<file path="src/rtl/core/fri_pkg.sv">
// Shared types and constants for the FASTA record indexer.
// Holds byte codes, the result record type and the whitespace test.
// No dependencies.
`default_nettype none

package fri_pkg;

  localparam int unsigned HEADER_LINE_BITS = 32;
  localparam int unsigned LINE_TOTAL_BITS  = 32;
  localparam int unsigned BASE_TOTAL_BITS  = 40;
  localparam int unsigned OUT_DATA_BITS    = 104;
  localparam int unsigned IN_DATA_BITS     = 8;

  localparam logic [7:0] CHAR_HEADER  = 8'h3E;  // '>'
  localparam logic [7:0] CHAR_COMMENT = 8'h3B;  // ';'
  localparam logic [7:0] CHAR_SPACE   = 8'h20;
  localparam logic [7:0] CHAR_CR      = 8'h0D;
  localparam logic [7:0] CHAR_TAB     = 8'h09;
  localparam logic [7:0] CHAR_LF      = 8'h0A;

  // Input item kinds
  localparam logic KIND_BYTE = 1'b0;
  localparam logic KIND_END  = 1'b1;

  // Result kinds
  localparam logic RES_SUMMARY   = 1'b0;
  localparam logic RES_MALFORMED = 1'b1;

  typedef struct packed {
    logic [BASE_TOTAL_BITS-1:0]  base_total;
    logic [LINE_TOTAL_BITS-1:0]  line_total;
    logic [HEADER_LINE_BITS-1:0] header_line;
    logic                        result_kind;
  } result_t;

  function automatic logic is_ws(input logic [7:0] b);
    return (b == CHAR_SPACE) || (b == CHAR_CR) || (b == CHAR_TAB) || (b == CHAR_LF);
  endfunction

endpackage

`default_nettype wire

</file>
<file path="src/rtl/core/fri_parse.sv">
// Parser state and per-byte update for the FASTA record indexer.
// Depends on fri_pkg for byte codes and the result record type.
`default_nettype none

module fri_parse
  import fri_pkg::*;
#(
  parameter int unsigned LINE_COUNT_BITS = 32,
  parameter int unsigned BASE_COUNT_BITS = 40
) (
  input  wire logic       clk,
  input  wire logic       rst,
  input  wire logic       accept,
  input  wire logic       kind,
  input  wire logic [7:0] text_byte,
  output logic            res_valid,
  output result_t         res
);

  typedef enum logic [1:0] {
    PH_LEAD,
    PH_HEAD,
    PH_BODY,
    PH_STOP
  } phase_t;

  localparam logic [LINE_COUNT_BITS-1:0] LINE_ONE = LINE_COUNT_BITS'(1);
  localparam logic [BASE_COUNT_BITS-1:0] BASE_ONE = BASE_COUNT_BITS'(1);

  phase_t                     phase, phase_next;
  logic                       at_line_start, at_line_start_next;
  logic                       comment_line, comment_line_next;
  logic [LINE_COUNT_BITS-1:0] line_number, line_number_next;
  logic [LINE_COUNT_BITS-1:0] record_first_line, record_first_line_next;
  logic [LINE_COUNT_BITS-1:0] record_line_count, record_line_count_next;
  logic [BASE_COUNT_BITS-1:0] record_base_count, record_base_count_next;

  logic [LINE_COUNT_BITS-1:0] line_count_inc, line_number_inc;
  logic [BASE_COUNT_BITS-1:0] base_count_inc;
  logic                       is_space;

  assign line_count_inc  = (&record_line_count) ? record_line_count
                                                : record_line_count + LINE_ONE;
  assign line_number_inc = (&line_number) ? line_number : line_number + LINE_ONE;
  assign base_count_inc  = (&record_base_count) ? record_base_count
                                                : record_base_count + BASE_ONE;
  assign is_space        = is_ws(text_byte);

  always_comb begin
    phase_next             = phase;
    at_line_start_next     = at_line_start;
    comment_line_next      = comment_line;
    line_number_next       = line_number;
    record_first_line_next = record_first_line;
    record_line_count_next = record_line_count;
    record_base_count_next = record_base_count;
    res_valid              = 1'b0;
    res.result_kind        = RES_SUMMARY;
    res.header_line        = HEADER_LINE_BITS'(record_first_line);
    res.line_total         = LINE_TOTAL_BITS'(record_line_count);
    res.base_total         = BASE_TOTAL_BITS'(record_base_count);

    if (accept && phase != PH_STOP) begin
      if (kind == KIND_END) begin
        if (phase == PH_HEAD || phase == PH_BODY) begin
          res_valid = 1'b1;
          if (phase == PH_BODY && !at_line_start) begin
            res.line_total = LINE_TOTAL_BITS'(line_count_inc);
          end
        end
        phase_next = PH_STOP;
      end else if (text_byte == CHAR_LF) begin
        if (phase == PH_BODY) begin
          record_line_count_next = line_count_inc;
        end else if (phase == PH_HEAD) begin
          phase_next = PH_BODY;
        end
        line_number_next   = line_number_inc;
        at_line_start_next = 1'b1;
        comment_line_next  = 1'b0;
      end else if (phase == PH_LEAD) begin
        priority if (at_line_start && text_byte == CHAR_HEADER) begin
          at_line_start_next     = 1'b0;
          record_first_line_next = line_number;
          record_line_count_next = '0;
          record_base_count_next = '0;
          phase_next             = PH_HEAD;
        end else if (at_line_start && text_byte == CHAR_COMMENT) begin
          at_line_start_next = 1'b0;
          comment_line_next  = 1'b1;
        end else begin
          at_line_start_next = 1'b0;
          if (!comment_line && !is_space) begin
            res_valid       = 1'b1;
            res.result_kind = RES_MALFORMED;
            res.header_line = '0;
            res.line_total  = '0;
            res.base_total  = '0;
            phase_next      = PH_STOP;
          end
        end
      end else if (phase == PH_BODY) begin
        priority if (at_line_start && text_byte == CHAR_HEADER) begin
          at_line_start_next     = 1'b0;
          res_valid              = 1'b1;
          record_first_line_next = line_number;
          record_line_count_next = '0;
          record_base_count_next = '0;
          phase_next             = PH_HEAD;
        end else if (at_line_start && text_byte == CHAR_COMMENT) begin
          at_line_start_next = 1'b0;
          comment_line_next  = 1'b1;
        end else begin
          at_line_start_next = 1'b0;
          if (!comment_line && !is_space) begin
            record_base_count_next = base_count_inc;
          end
        end
      end
    end
  end

  always_ff @(posedge clk) begin
    if (rst) begin
      phase             <= PH_LEAD;
      at_line_start     <= 1'b1;
      comment_line      <= 1'b0;
      line_number       <= '0;
      record_first_line <= '0;
      record_line_count <= '0;
      record_base_count <= '0;
    end else begin
      phase             <= phase_next;
      at_line_start     <= at_line_start_next;
      comment_line      <= comment_line_next;
      line_number       <= line_number_next;
      record_first_line <= record_first_line_next;
      record_line_count <= record_line_count_next;
      record_base_count <= record_base_count_next;
    end
  end

endmodule

`default_nettype wire

</file>
<file path="src/rtl/core/fri_out.sv">
// Output register with skid stage for FASTA indexer results.
// Depends on fri_pkg for the result record type and field widths.
`default_nettype none

module fri_out
  import fri_pkg::*;
(
  input  wire logic                     clk,
  input  wire logic                     rst,
  input  wire logic                     push,
  input  wire result_t                  push_data,
  output logic                          push_ready,
  output logic                          m_tvalid,
  input  wire logic                     m_tready,
  output logic [OUT_DATA_BITS-1:0]      m_tdata,
  output logic                          m_tuser
);

  logic    out_valid, skid_valid;
  result_t out_data, skid_data;
  logic    draining;

  // The output slot frees up when empty or when its request is taken.
  assign draining   = !out_valid || m_tready;
  assign push_ready = !skid_valid;

  always_ff @(posedge clk) begin
    if (rst) begin
      out_valid  <= 1'b0;
      skid_valid <= 1'b0;
    end else if (!draining) begin
      if (push) begin
        skid_valid <= 1'b1;
      end
    end else if (skid_valid) begin
      out_valid  <= 1'b1;
      skid_valid <= push;
    end else begin
      out_valid <= push;
    end
  end

  always_ff @(posedge clk) begin
    if (!draining) begin
      if (push) begin
        skid_data <= push_data;
      end
    end else if (skid_valid) begin
      out_data <= skid_data;
      if (push) begin
        skid_data <= push_data;
      end
    end else if (push) begin
      out_data <= push_data;
    end
  end

  assign m_tvalid = out_valid;
  assign m_tuser  = out_data.result_kind;
  assign m_tdata  = {out_data.base_total, out_data.line_total, out_data.header_line};

endmodule

`default_nettype wire

</file>
<file path="src/rtl/core/fasta_record_indexer_top.sv">
// FASTA record indexer: one byte request per cycle, at most one result each.
// A result is registered into the output register, or into the skid stage while that is held.
// Throughput: one request per cycle; the skid stage behind the output register
//   holds one extra result, so the slave side stalls only when both are full.
// Reset (rst, synchronous, active high) returns to the leading section and empties
//   the output stages. Depends on fri_pkg, fri_parse and fri_out.
`default_nettype none

module fasta_record_indexer_top
  import fri_pkg::*;
#(
  parameter int unsigned LINE_COUNT_BITS = 32,
  parameter int unsigned BASE_COUNT_BITS = 40
) (
  input  wire logic                     clk,
  input  wire logic                     rst,
  // Slave side: one file byte or the end marker per request
  input  wire logic                     s_tvalid,
  output logic                          s_tready,
  input  wire logic [IN_DATA_BITS-1:0]  s_tdata,   // [7:0] text_byte
  input  wire logic                     s_tuser,   // [0] kind: 0 byte, 1 end of input
  // Master side: record summaries and the malformed-text error
  output logic                          m_tvalid,
  input  wire logic                     m_tready,
  output logic [OUT_DATA_BITS-1:0]      m_tdata,   // [31:0] header_line, [63:32] line_total,
                                                   // [103:64] base_total
  output logic                          m_tuser    // [0] result_kind: 0 summary, 1 malformed
);

  logic    accept;
  logic    res_valid;
  result_t res;

  // A request is taken whenever the skid stage is free; the parser state
  // advances on the same edge and its result drops into the output stages.
  assign accept = s_tvalid && s_tready;

  fri_parse #(
    .LINE_COUNT_BITS(LINE_COUNT_BITS),
    .BASE_COUNT_BITS(BASE_COUNT_BITS)
  ) u_parse (
    .clk       (clk),
    .rst       (rst),
    .accept    (accept),
    .kind      (s_tuser),
    .text_byte (s_tdata),
    .res_valid (res_valid),
    .res       (res)
  );

  fri_out u_out (
    .clk        (clk),
    .rst        (rst),
    .push       (res_valid),
    .push_data  (res),
    .push_ready (s_tready),
    .m_tvalid   (m_tvalid),
    .m_tready   (m_tready),
    .m_tdata    (m_tdata),
    .m_tuser    (m_tuser)
  );

endmodule

`default_nettype wire
</file>
<file path="config.mk">
export PLATFORM = sky130hd
export DESIGN_NAME = fasta_record_indexer_top
export DESIGN_NICKNAME = d
export VERILOG_FILES = /design/src/rtl/core/fri_pkg.sv /design/src/rtl/core/fri_parse.sv /design/src/rtl/core/fri_out.sv /design/src/rtl/core/fasta_record_indexer_top.sv
export SDC_FILE = /design/constraint.sdc
export NUM_CORES = 1
export LEC_CHECK = 0
export BUFFER_PORTS_ARGS = -buffer_cell sky130_fd_sc_hd__buf_2
export CORE_ASPECT_RATIO = 0.5
export CORE_MARGIN = 1.5
export CORE_UTILIZATION = 45
export DETAILED_ROUTE_END_ITERATION = 8
export PLACE_DENSITY_LB_ADDON = 0.3
export SLEW_MARGIN = 10
export SYNTH_ARGS = -nofsm -noshare
export SYNTH_HDL_FRONTEND = slang
export SYNTH_HIERARCHICAL = 1
export SYNTH_SLANG_ARGS = --single-unit
</file>
<file path="constraint.sdc">
create_clock -name clk -period 16.9 [get_ports clk]
set_input_delay 3.38 -clock clk [delete_from_list [all_inputs] [get_ports clk]]
set_output_delay 3.38 -clock clk [all_outputs]
set_load 0.01 [all_outputs]
</file>
==> flow_metrics.py, run 1 <==
metrics = {
    "run_status": {
        "outcome": "complete, no violations",
    },
    "critical_path": {
        "r2r_cells": 9,
        "reg2reg_to": "u_out/m_tdata[68]",
        "critPathKind": "input port to register",
        "path_common_cell": "or3_1",
        "cpPeakStageDelay_ns": 0.77,
        "reg2reg_setup_slack_ns": 12.64,
        "critPathSlowestCell": "buf_4",
        "crit_path_cell_trace": "buf_2 > nand4bb_1 > or3_1 > or3_1 > a221oi_1 > nor2_1 > nor2_4 > buf_4",
        "cp.required_ns": 17.05,
        "path_buf_inv": 2,
        "endpoint_kind": "register",
        "worst_setup_path_start_kind": "input port",
        "arrival_ns": 7.12,
        "r2r_start": "u_parse/phase[0]",
        "critPathTopFamily": "simple AND/OR/NAND/NOR gates",
        "crit_path_max_fanout": 64,
    },
    "clock_network": {
        "clk_pin_slew_worst_paths_ns": 0.06,
        "cts_tree": "done",
        "clock_path_buffers": 3,
        "cts_resized": 0,
        "cts_buffers": 34,
        "h-tree-depth": 2,
        "postCtsSetupBuffers": 0,
        "clk_latency_ns": 0.53,
        "cts_root_buffer": "clkbuf_16",
        "ctsHoldBuffers": 0,
        "clock_sinks": 352,
    },
    "power_and_ir_drop": {
        "p_int_w": 0.00141,
        "ir_worst_vdd_mv": 0.0527,
        "power_switching_w": 0.000404,
        "p_sw_share_pct": 22.3,
        "p_seq_share_pct": 52.5,
        "leakage_nw": 5.96,
        "pwr-share-clk_pct": 41.8,
        "total_power_w": 0.00181,
        "combPwrFrac_pct": 5.7,
        "power.density_mw_per_mm2": 100,
    },
    "finish": {
        "seq_area_mm2": 0.00915,
        "synthToLayoutAreaGrowth_pct": 12.4,
        "diodes": 0,
        "fill_cells": 3044,
        "layout.nets": 1578,
        "drive_above_1_share_pct": 20.2,
        "finish.utilization_pct": 51.9,
        "multi_input_area_mm2": 0.00647,
        "layoutNonFillerInstCount": 2058,
    },
    "detailed_routing": {
        "drt_pre_antenna_iters": 6,
        "vias_per_cell": 5.91,
        "drt_iter0_markers": 1176,
        "wl_per_cell_um": 18.7,
        "routed_wl_um": 38600,
        "route.detailed.drc": 0,
        "vias": 12200,
        "antenna_left": 0,
    },
    "timing": {
        "setup_viol": 0,
        "min_period_over_period_pct": 41.2,
        "finClkSkew_ns": 0.0113,
        "hold_slack_ns": 0.452,
        "setup_tns_ns": 0,
        "finalCriticalPeriod_ns": 6.97,
        "hold_viol_final": 0,
        "fmax_mhz": 144,
        "tightestPinTransition_ns": 1.37,
        "slew_violations": 0,
        "slew_headroom_pct": 8.18,
        "rsz0062_at_grt": "no",
    },
    "yosys": {
        "synth_edf_count": 210,
        "ys_seq_area_share_pct": 56.9,
        "synth_xor_area_share_pct": 0.980,
        "yosys-top-cells-area": "edfxtp_1, dfxtp_1, mux2_2, a21oi_1, and2_1",
        "synth_common_cells": "edfxtp_1, dfxtp_1, nand2_1",
        "muxShareOfSynthArea_pct": 7.82,
        "synth_top_family_by_area": "simple AND/OR/NAND/NOR gates",
        "yosysWarnings": 6,
        "synthesis.area_mm2": 0.0161,
        "synthCells": 1480,
        "synth_top_area_cell": "edfxtp_1",
        "synth_flop_cell": "edfxtp_1",
        "synthSimpleGateAreaFrac_pct": 19.4,
        "synth_most_common_cell": "edfxtp_1",
        "syn-num-nets": 1500,
        "synth-compound-area-share_pct": 11.2,
        "synth-async-reset-ratio_pct": 0,
        "synth_top_area_share_pct": 39.2,
        "synthAdderAreaFrac_pct": 0.544,
        "syn_avg_cell_area_um2": 10.9,
        "ys_ff_latch": 352,
        "synth.distinct_cells": 65,
    },
    "global_route": {
        "grt_overflow": 0,
        "grt_start_max_net_pins": 83,
        "grt.total_usage_pct": 20.7,
        "grt_pass1_vias": 11600,
        "grt_pass1_wl_um": 62000,
        "antenna_found_initial": 0,
    },
    "floorplan": {
        "die_y_um": 137,
        "start_util_pct": 46.2,
        "die_area_mm2": 0.0370,
        "num_io_pins": 120,
        "coreArea_mm2": 0.0348,
        "die_x_um": 270,
        "core.rowCount": 48,
    },
    "place": {
        "gp_congestion": 0.878,
        "dpl.hpwl_um": 25300,
        "dpl.cell_count": 1996,
        "io_buffers": 119,
    },
    "worst_hold_path": {
        "whs_endpoint": "u_parse/record_first_line[10]",
        "holdCritPathClass": "register to register",
        "whs_path_depth": 2,
        "hp-start": "u_parse/record_first_line[10]",
    },
    "job": {
        "maxCapViolCount": 0,
    },
}
-- cells by family (layout without fill, tap and decap cells) --
family | count (synthesis) | after routing
multiplexers | 112 | 112
AO/OA/AOI/OAI | 302 | 302
adder cells (fa/ha/maj) | 7 | 7
buffers and inverters | 107 | 210
AND/OR/NAND/NOR | 582 | 582
flip-flops | 352 | 352
XOR/XNOR | 18 | 18
-- worst reg2reg max path, stage by stage, from the launching register on --
cell and delay, ns:
dfxtp_1 0.36, inv_1 0.12, ha_1 0.31, o31ai_1 0.13
nor4_1 0.66, nor2_1 0.08, a221oi_1 0.63, nor2_1 0.15
nor2_4 0.60, buf_4 0.77
-- worst max-delay path by stage --
stage | from | end | cells past startpoint
2_1_floorplan | s_tdata[6] | u_out/m_tdata[0] | 8
3_3_place_gp | s_tdata[6] | u_out/m_tdata[10] | 8
3_5_place_dp | s_tdata[6] | u_out/m_tdata[9] | 8
4_1_cts | s_tdata[6] | u_out/m_tdata[56] | 8
5_1_grt | s_tdata[6] | u_out/m_tdata[74] | 8
6_report | s_tdata[6] | u_out/m_tdata[68] | 8
-- cell type report --
| class | instances | share of cell area (%) |
|---|---|---|
| Inverter | 16 | 0.332 |
| Sequential cell | 352 | 50.6 |
| Tap cell | 475 | 3.29 |
| Timing Repair Buffer | 133 | 3.98 |
| Clock buffer | 44 | 5.14 |
| Clock inverter | 17 | 0.865 |
| Multi-Input combinational cell | 1021 | 35.8 |
-- power groups by stage --
stage	logic (W)	clock network (W)	registers [W]
finish	0.000102	0.000757	0.000950
global route	0.000111	0.000809	0.000953
floorplan	0.0000459	0	0.000985
global placement	0.0000981	0	0.000968
detailed placement	0.000101	0	0.000969
CTS	0.000101	0.000777	0.000951
-- sequential cells by signal, indices dropped and copies added, names as in the netlist --
name	flops
u_out/m_tvalid	1
u_parse/line_number	32
u_out/m_tuser	1
u_out/skid_valid	1
u_out/skid_data	105
u_parse/record_first_line	32
u_parse/record_base_count	40
u_parse/record_line_count	32
u_parse/phase	2
u_parse/comment_line	1
u_out/m_tdata	104
u_parse/at_line_start	1
-- metrics by stage --
stage	area (um2)	worst slack [ns]
2_1_floorplan	16100	6.89
3_3_place_gp	17000	9.18
3_5_place_dp	17000	8.92
4_1_cts	18100	9.46
5_1_grt	18100	9.59
6_report	18100	9.93
-- layout by cell type, fill, tap and decap left out, types with 24 or more instances in the layout --
master / instances
a21oi_1: 112
nand4_1: 56
nand3_1: 57
buf_2: 119
clkbuf_16: 35
nand2_1: 140
edfxtp_1: 210
nor2_1: 75
dfxtp_1: 141
mux2_2: 109
and3_1: 24
or3_1: 50
o21ai_0: 88
and2_1: 85
-- layer usage --
metal  GRT usage [%]  wire [um]  up-vias
met5               0          0        -
met4            6.64        827        0
met3            3.60       2660       78
met2            33.6      17900      459
met1            28.5      17200     5916
li1                -          -     5707
Note: power is estimated with default switching activity, not from simulation.
==> inputs of run 2 (changes only) <==
==> constraint.sdc (replaced) <==
create_clock -name clk -period 6.3 [get_ports clk]
set_input_delay 1.26 -clock clk [delete_from_list [all_inputs] [get_ports clk]]
set_output_delay 1.26 -clock clk [all_outputs]
set_load 0.01 [all_outputs]
==> run 2 against run 1 <==
Sequential cell count unchanged. Power increased to 2.8 times the previous value. Combinational power grew to 2.6 times the previous value. Via count shrank 1.1%. First-iteration DRC count down 11%. Critical path type unchanged. Sequential power grew to 2.7 times the previous value. Clock power grew to 2.9 times the previous value. Critical endpoint is now u_out/skid_data[70]. Global-route usage decreased by 0.91 points.
==> flow_metrics.py, run 2 (synthesis results as in run 1) <==
metrics = {
    "run_status": {
        "outcome": "complete, no violations",
    },
    "critical_path": {
        "critPathKind": "input port to register",
        "endpoint_kind": "register",
        "reg2reg_to": "u_out/skid_data[70]",
        "r2r_start": "u_parse/phase[0]",
        "reg2reg_setup_slack_ns": 2.37,
        "r2r_cells": 8,
        "arrival_ns": 4.63,
        "crit_path_max_fanout": 54,
        "worst_setup_path_start_kind": "input port",
        "cp.required_ns": 6.49,
    },
    "finish": {
        "layout.nets": 1581,
        "synthToLayoutAreaGrowth_pct": 13.2,
        "layout_common_cells": "edfxtp_1, dfxtp_1, nand2_1",
        "diodes": 0,
        "layout_commonest_cell": "edfxtp_1",
        "layoutNonFillerInstCount": 2061,
        "drive_above_1_share_pct": 20.7,
        "max_flop_register": "u_out/skid_data",
        "largest_register_ffs": 105,
        "final_cell_area_mm2": 0.0182,
    },
    "timing": {
        "fmax_mhz": 225,
        "min_period_over_period_pct": 70.6,
        "rsz0062_at_grt": "no",
        "slew_headroom_pct": 11.2,
        "setup_tns_ns": 0,
        "finClkSkew_ns": 0.0212,
        "hold_viol_final": 0,
        "setup_viol": 0,
        "slew_violations": 0,
        "hold_slack_ns": 0.450,
        "tightestPinTransition_ns": 1.33,
        "finalCriticalPeriod_ns": 4.45,
    },
    "clock_network": {
        "ctsHoldBuffers": 0,
        "cts_tree": "done",
        "cts_resized": 0,
        "clk_pin_slew_worst_paths_ns": 0.06,
        "cts_buffers": 35,
        "h-tree-depth": 2,
        "cts_root_buffer": "clkbuf_16",
        "clock_sinks": 352,
        "postCtsSetupBuffers": 0,
        "clk_latency_ns": 0.53,
        "clock_path_buffers": 3,
    },
    "worst_hold_path": {
        "whs_path_depth": 2,
        "whs_endpoint": "u_parse/record_first_line[5]",
        "hp-start": "u_parse/record_first_line[5]",
        "holdCritPathClass": "register to register",
    },
    "global_route": {
        "antenna_found_initial": 0,
        "grt_pass1_vias": 11400,
        "grt.total_usage_pct": 19.8,
        "grt_start_max_net_pins": 82,
        "grt_overflow": 0,
        "grt_pass1_wl_um": 59600,
    },
    "power_and_ir_drop": {
        "pwr-share-clk_pct": 44.2,
        "leakage_nw": 6.04,
        "p_sw_share_pct": 22.0,
        "ir_worst_vdd_mv": 0.184,
        "combPwrFrac_pct": 5.3,
        "p_seq_share_pct": 50.5,
        "power.density_mw_per_mm2": 277,
        "p_int_w": 0.00394,
        "total_power_w": 0.00505,
        "power_switching_w": 0.00111,
    },
    "detailed_routing": {
        "vias_per_cell": 5.84,
        "routed_wl_um": 37400,
        "wl_met2_um": 17200,
        "antenna_left": 0,
        "met3WireLength_um": 2220,
        "wl_met1_um": 17100,
        "route.top_layer_used": "met4",
        "route.detailed.drc": 0,
        "drt_iter0_markers": 1050,
        "vias": 12000,
        "wl_per_cell_um": 18.1,
        "drt_pre_antenna_iters": 5,
    },
    "floorplan": {
        "coreArea_mm2": 0.0348,
        "die_area_mm2": 0.0370,
        "core.rowCount": 48,
        "die_x_um": 270,
        "die_y_um": 137,
        "start_util_pct": 46.2,
        "num_io_pins": 120,
    },
    "place": {
        "dpl.cell_count": 1999,
        "io_buffers": 119,
        "gp_congestion": 0.904,
        "dpl.hpwl_um": 24900,
        "dpl_cell_area_mm2": 0.0170,
    },
    "job": {
        "maxCapViolCount": 0,
    },
}
[run 2: worst max-delay path by stage]
stage	start	to	slack, ns	cells after the start
2_1_floorplan	s_tdata[6]	u_out/m_tdata[0]	0.16	8
3_3_place_gp	s_tdata[6]	u_out/skid_data[69]	1.59	7
3_5_place_dp	s_tdata[6]	u_out/skid_data[69]	1.39	7
4_1_cts	s_tdata[6]	u_out/skid_data[70]	1.94	7
5_1_grt	s_tdata[6]	u_out/skid_data[70]	1.52	8
6_report	s_tdata[6]	u_out/skid_data[70]	1.85	8
[run 2: power by group through the flow]
stage	Clock, W	Sequential (W)	Combinational [W]
after floorplan	0	0.00264	0.000124
after detailed placement	0	0.00260	0.000271
after CTS	0.00228	0.00255	0.000272
final	0.00223	0.00255	0.000270
after global placement	0	0.00260	0.000264
after global routing	0.00236	0.00256	0.000293
[run 2: layout make-up]
type	instances	area, um2
Sequential cell	352	9150
Multi-Input combinational cell	1021	6460
Timing Repair Buffer	135	728
Clock inverter	22	298
Fill cell	3038	16600
Inverter	16	60.1
Clock buffer	40	916
Tap cell	475	594
[run 2: metal layers]
metal	global-route usage (%)	vias to the layer above
li1	-	5719
met1	26.8	5799
met2	32.2	432
met3	3.61	80
met4	7.11	0
met5	0	-
[run 2: worst max-delay path, stage by stage]
cell	delay, ns
buf_2	0.10
nand4bb_1	0.38
a211oi_1	0.18
nor4_1	0.82
nor2_1	0.08
a221oi_1	0.60
o21a_4	0.76
buf_12	0.36
[run 2: metrics by stage]
step	worst slack, ns	util, %
2_1_floorplan	0.161	-
3_3_place_gp	1.59	48.8
3_5_place_dp	1.39	48.8
4_1_cts	1.94	52.3
5_1_grt	1.52	52.3
6_report	1.85	52.3
==> inputs of run 3 (changes only) <==
--- a/config.mk
+++ b/config.mk
@@ -5,6 +5,7 @@
 export SDC_FILE = /design/constraint.sdc
 export NUM_CORES = 1
 export LEC_CHECK = 0
+export ABC_AREA = 1
 export BUFFER_PORTS_ARGS = -buffer_cell sky130_fd_sc_hd__buf_2
 export CORE_ASPECT_RATIO = 0.5
 export CORE_MARGIN = 1.5
==> constraint.sdc (replaced) <==
create_clock -name clk -period 3.8 [get_ports clk]
set_input_delay 0.76 -clock clk [delete_from_list [all_inputs] [get_ports clk]]
set_output_delay 0.76 -clock clk [all_outputs]
set_load 0.01 [all_outputs]
==> run 3 against run 2 <==
Setup slack worse by 1.4 ns. Utilization down 0.71 points. Non-clock buffer count grew 8. Wire length grew 20%. Register-to-register slack worse by 1.6 ns. Critical path depth is 4 lower. Sequential share of layout area fell by 4.8 points. Cell area grew 11%. First-iteration DRC count rose by 30%. Clock skew up 0.012 ns. Critical path type is now register to output port. Largest cell class unchanged.
==> flow_metrics.py, run 3 <==
metrics = {
    "yosys": {
        "synth_top_area_cell": "edfxtp_1",
        "synthCells": 2333,
        "synth_edf_count": 210,
        "synthesis.area_mm2": 0.0179,
        "synth.distinct_cells": 40,
        "synth_top_area_share_pct": 35.2,
        "syn-num-nets": 2353,
        "synth_flop_cell": "edfxtp_1",
        "yosys-top-cells-area": "edfxtp_1, nand2_1, dfxtp_1, a21oi_1, nor2_1",
        "yosysWarnings": 6,
        "synth_most_common_cell": "nand2_1",
        "synth-async-reset-ratio_pct": 0,
        "syn_avg_cell_area_um2": 7.68,
        "ys_ff_latch": 352,
        "synth_common_cells": "nand2_1, nor2_1, edfxtp_1",
        "ys_seq_area_share_pct": 51.0,
    },
    "critical_path": {
        "endpoint_kind": "output port",
        "critPathKind": "register to output port",
        "cpPeakStageDelay_ns": 0.59,
        "arrival_ns": 2.55,
        "crit_path_max_fanout": 56,
        "critPathSlowestCell": "buf_4",
        "r2r_start": "u_parse/record_line_count[1]",
        "crit_path_cell_trace": "inv_4 > buf_4 > buf_4 > buf_2",
        "worst_setup_path_start_kind": "register",
        "reg2reg_setup_slack_ns": 0.81,
        "cp.required_ns": 3.04,
        "path_common_cell": "buf_4",
        "worstSetupStartpoint": "u_out/skid_valid",
    },
    "detailed_routing": {
        "vias_per_cell": 5.17,
        "drt_pre_antenna_iters": 8,
        "wl_per_cell_um": 15.2,
        "route.detailed.drc": 0,
        "antenna_left": 0,
        "vias": 15300,
        "routed_wl_um": 45000,
        "drt_iter0_markers": 1363,
    },
    "clock_network": {
        "clock_sinks": 352,
        "h-tree-depth": 2,
        "cts_tree": "done",
        "ctsHoldBuffers": 0,
        "cts_buffers": 34,
        "clock_path_buffers": 3,
        "clk_pin_slew_worst_paths_ns": 0.06,
        "postCtsSetupBuffers": 0,
        "cts_root_buffer": "clkbuf_16",
        "clk_latency_ns": 0.55,
        "cts_resized": 0,
    },
    "finish": {
        "layout.nets": 2421,
        "max_flop_register": "u_out/skid_data",
        "diodes": 0,
        "fill_cells": 3795,
        "layout_common_cells": "nand2_1, nor2_1, edfxtp_1",
        "synthToLayoutAreaGrowth_pct": 12.3,
        "layout_commonest_cell": "nand2_1",
        "drive_above_1_share_pct": 10.4,
        "largest_register_ffs": 105,
        "final_cell_area_mm2": 0.0201,
    },
    "place": {
        "dpl.hpwl_um": 30700,
        "dpl_cell_area_mm2": 0.0190,
        "pre_cts_ws_ns": 0.672,
        "io_buffers": 119,
        "gp_congestion": 0.962,
    },
    "floorplan": {
        "coreArea_mm2": 0.0391,
        "die_y_um": 144,
        "start_util_pct": 45.9,
        "num_io_pins": 120,
        "die_area_mm2": 0.0411,
        "die_x_um": 285,
        "core.rowCount": 51,
    },
    "power_and_ir_drop": {
        "p_int_w": 0.00630,
        "ir_worst_vdd_mv": 0.285,
        "power.density_mw_per_mm2": 408,
        "pwr-share-clk_pct": 42.3,
        "total_power_w": 0.00822,
        "combPwrFrac_pct": 6.8,
        "p_seq_share_pct": 50.9,
        "power_switching_w": 0.00192,
        "p_sw_share_pct": 23.4,
        "leakage_nw": 8.00,
    },
    "global_route": {
        "grt_pass1_vias": 14000,
        "grt_pass1_wl_um": 73200,
        "grt.total_usage_pct": 21.7,
        "grt_start_max_net_pins": 88,
        "grt_overflow": 0,
        "met3_usage_pct": 3.17,
        "use_met1_pct": 30.5,
        "antenna_found_initial": 0,
        "grt_busiest_layer": "met2",
        "grtUsageMet2_pct": 35.8,
    },
    "timing": {
        "setup_tns_ns": 0,
        "setup_viol": 0,
        "finClkSkew_ns": 0.0330,
        "slew_violations": 0,
        "finalCriticalPeriod_ns": 3.31,
        "slew_headroom_pct": 49.3,
        "min_period_over_period_pct": 87.1,
        "worst_slack_ns": 0.491,
        "hold_viol_final": 0,
        "tightestPinTransition_ns": 0.760,
        "rsz0062_at_grt": "no",
        "fmax_mhz": 302,
    },
    "job": {
        "maxCapViolCount": 0,
    },
    "run_status": {
        "outcome": "complete, no violations",
    },
    "worst_hold_path": {
        "holdCritPathClass": "register to register",
        "hp-start": "u_parse/record_first_line[24]",
    },
}
==> run 3: cell types whose count changed in the layout (fill, tap and decap cells not counted), sizes merged, moves of 35 or more <==
cell	previous run	this run
a21oi	114	191
and2	86	4
inv	18	195
mux2	109	0
nand2	141	866
nand3	57	106
nand4	57	20
nor2	77	245
o21ai	90	55
or3	51	0
==> run 3: through the flow <==
stage               util (%)  hold WS [ns]  cells
floorplan                  -         0.450   2333
global placement        48.7         0.466   2895
detailed placement      48.7         0.468   2895
CTS                     51.6         0.475   2957
global route            51.6         0.496   2957
finish                  51.6         0.473   2957
==> run 3: cell families after synthesis <==
kind of cell | count (synthesis) | synth area share, %
and+or+nand+nor | 1316 | 29.9
adders and majority gates | 7 | 0.489
buffers and inverters | 309 | 7.24
AOI/OAI and AO/OA | 312 | 9.52
xor gates and xnor gates | 37 | 1.81
DFF | 352 | 51.0
==> run 3: worst paths after layout <==
check                                                endpoint  cells past startpoint
worst max-delay path                                 s_tready                      4
worst min-delay path            u_parse/record_first_line[24]                      2
worst min register to register  u_parse/record_first_line[24]                      2
worst max register to register              u_out/m_tdata[33]                     13
==> run 3: final cells by class <==
class	instances	area (um2)	area share, %
inverter	198	776	3.85
tap	530	663	3.29
clock buffer	53	1010	5.04
clock inverter	9	125	0.621
multi-input combinational	1672	7580	37.6
timing repair buffer	143	828	4.11
sequential	352	9150	45.4
==> run 3: power groups by stage <==
| stage | combinational [W] | sequential, W | clock, W |
|---|---|---|---|
| after global routing | 0.000618 | 0.00419 | 0.00372 |
| after floorplan | 0.000306 | 0.00433 | 0 |
| after global placement | 0.000553 | 0.00427 | 0 |
| final | 0.000558 | 0.00419 | 0.00348 |
| after detailed placement | 0.000561 | 0.00427 | 0 |
| after CTS | 0.000563 | 0.00419 | 0.00357 |
==> run 3: critical path: cells and delay by family, from the launching register on <==
kind / cells / cell delay [ns]
buffers and inverters: 4 / 1.45
flip-flops: 1 / 0.49
==> run 3: layer usage <==
| layer | share of wire [%] | vias up | wire (um) |
|---|---|---|---|
| li1 | - | 7730 | - |
| met1 | 48 | 7184 | 21700 |
| met2 | 46 | 330 | 20800 |
| met3 | 4.5 | 51 | 2000 |
| met4 | 1.2 | 0 | 532 |
| met5 | 0 | - | 0 |
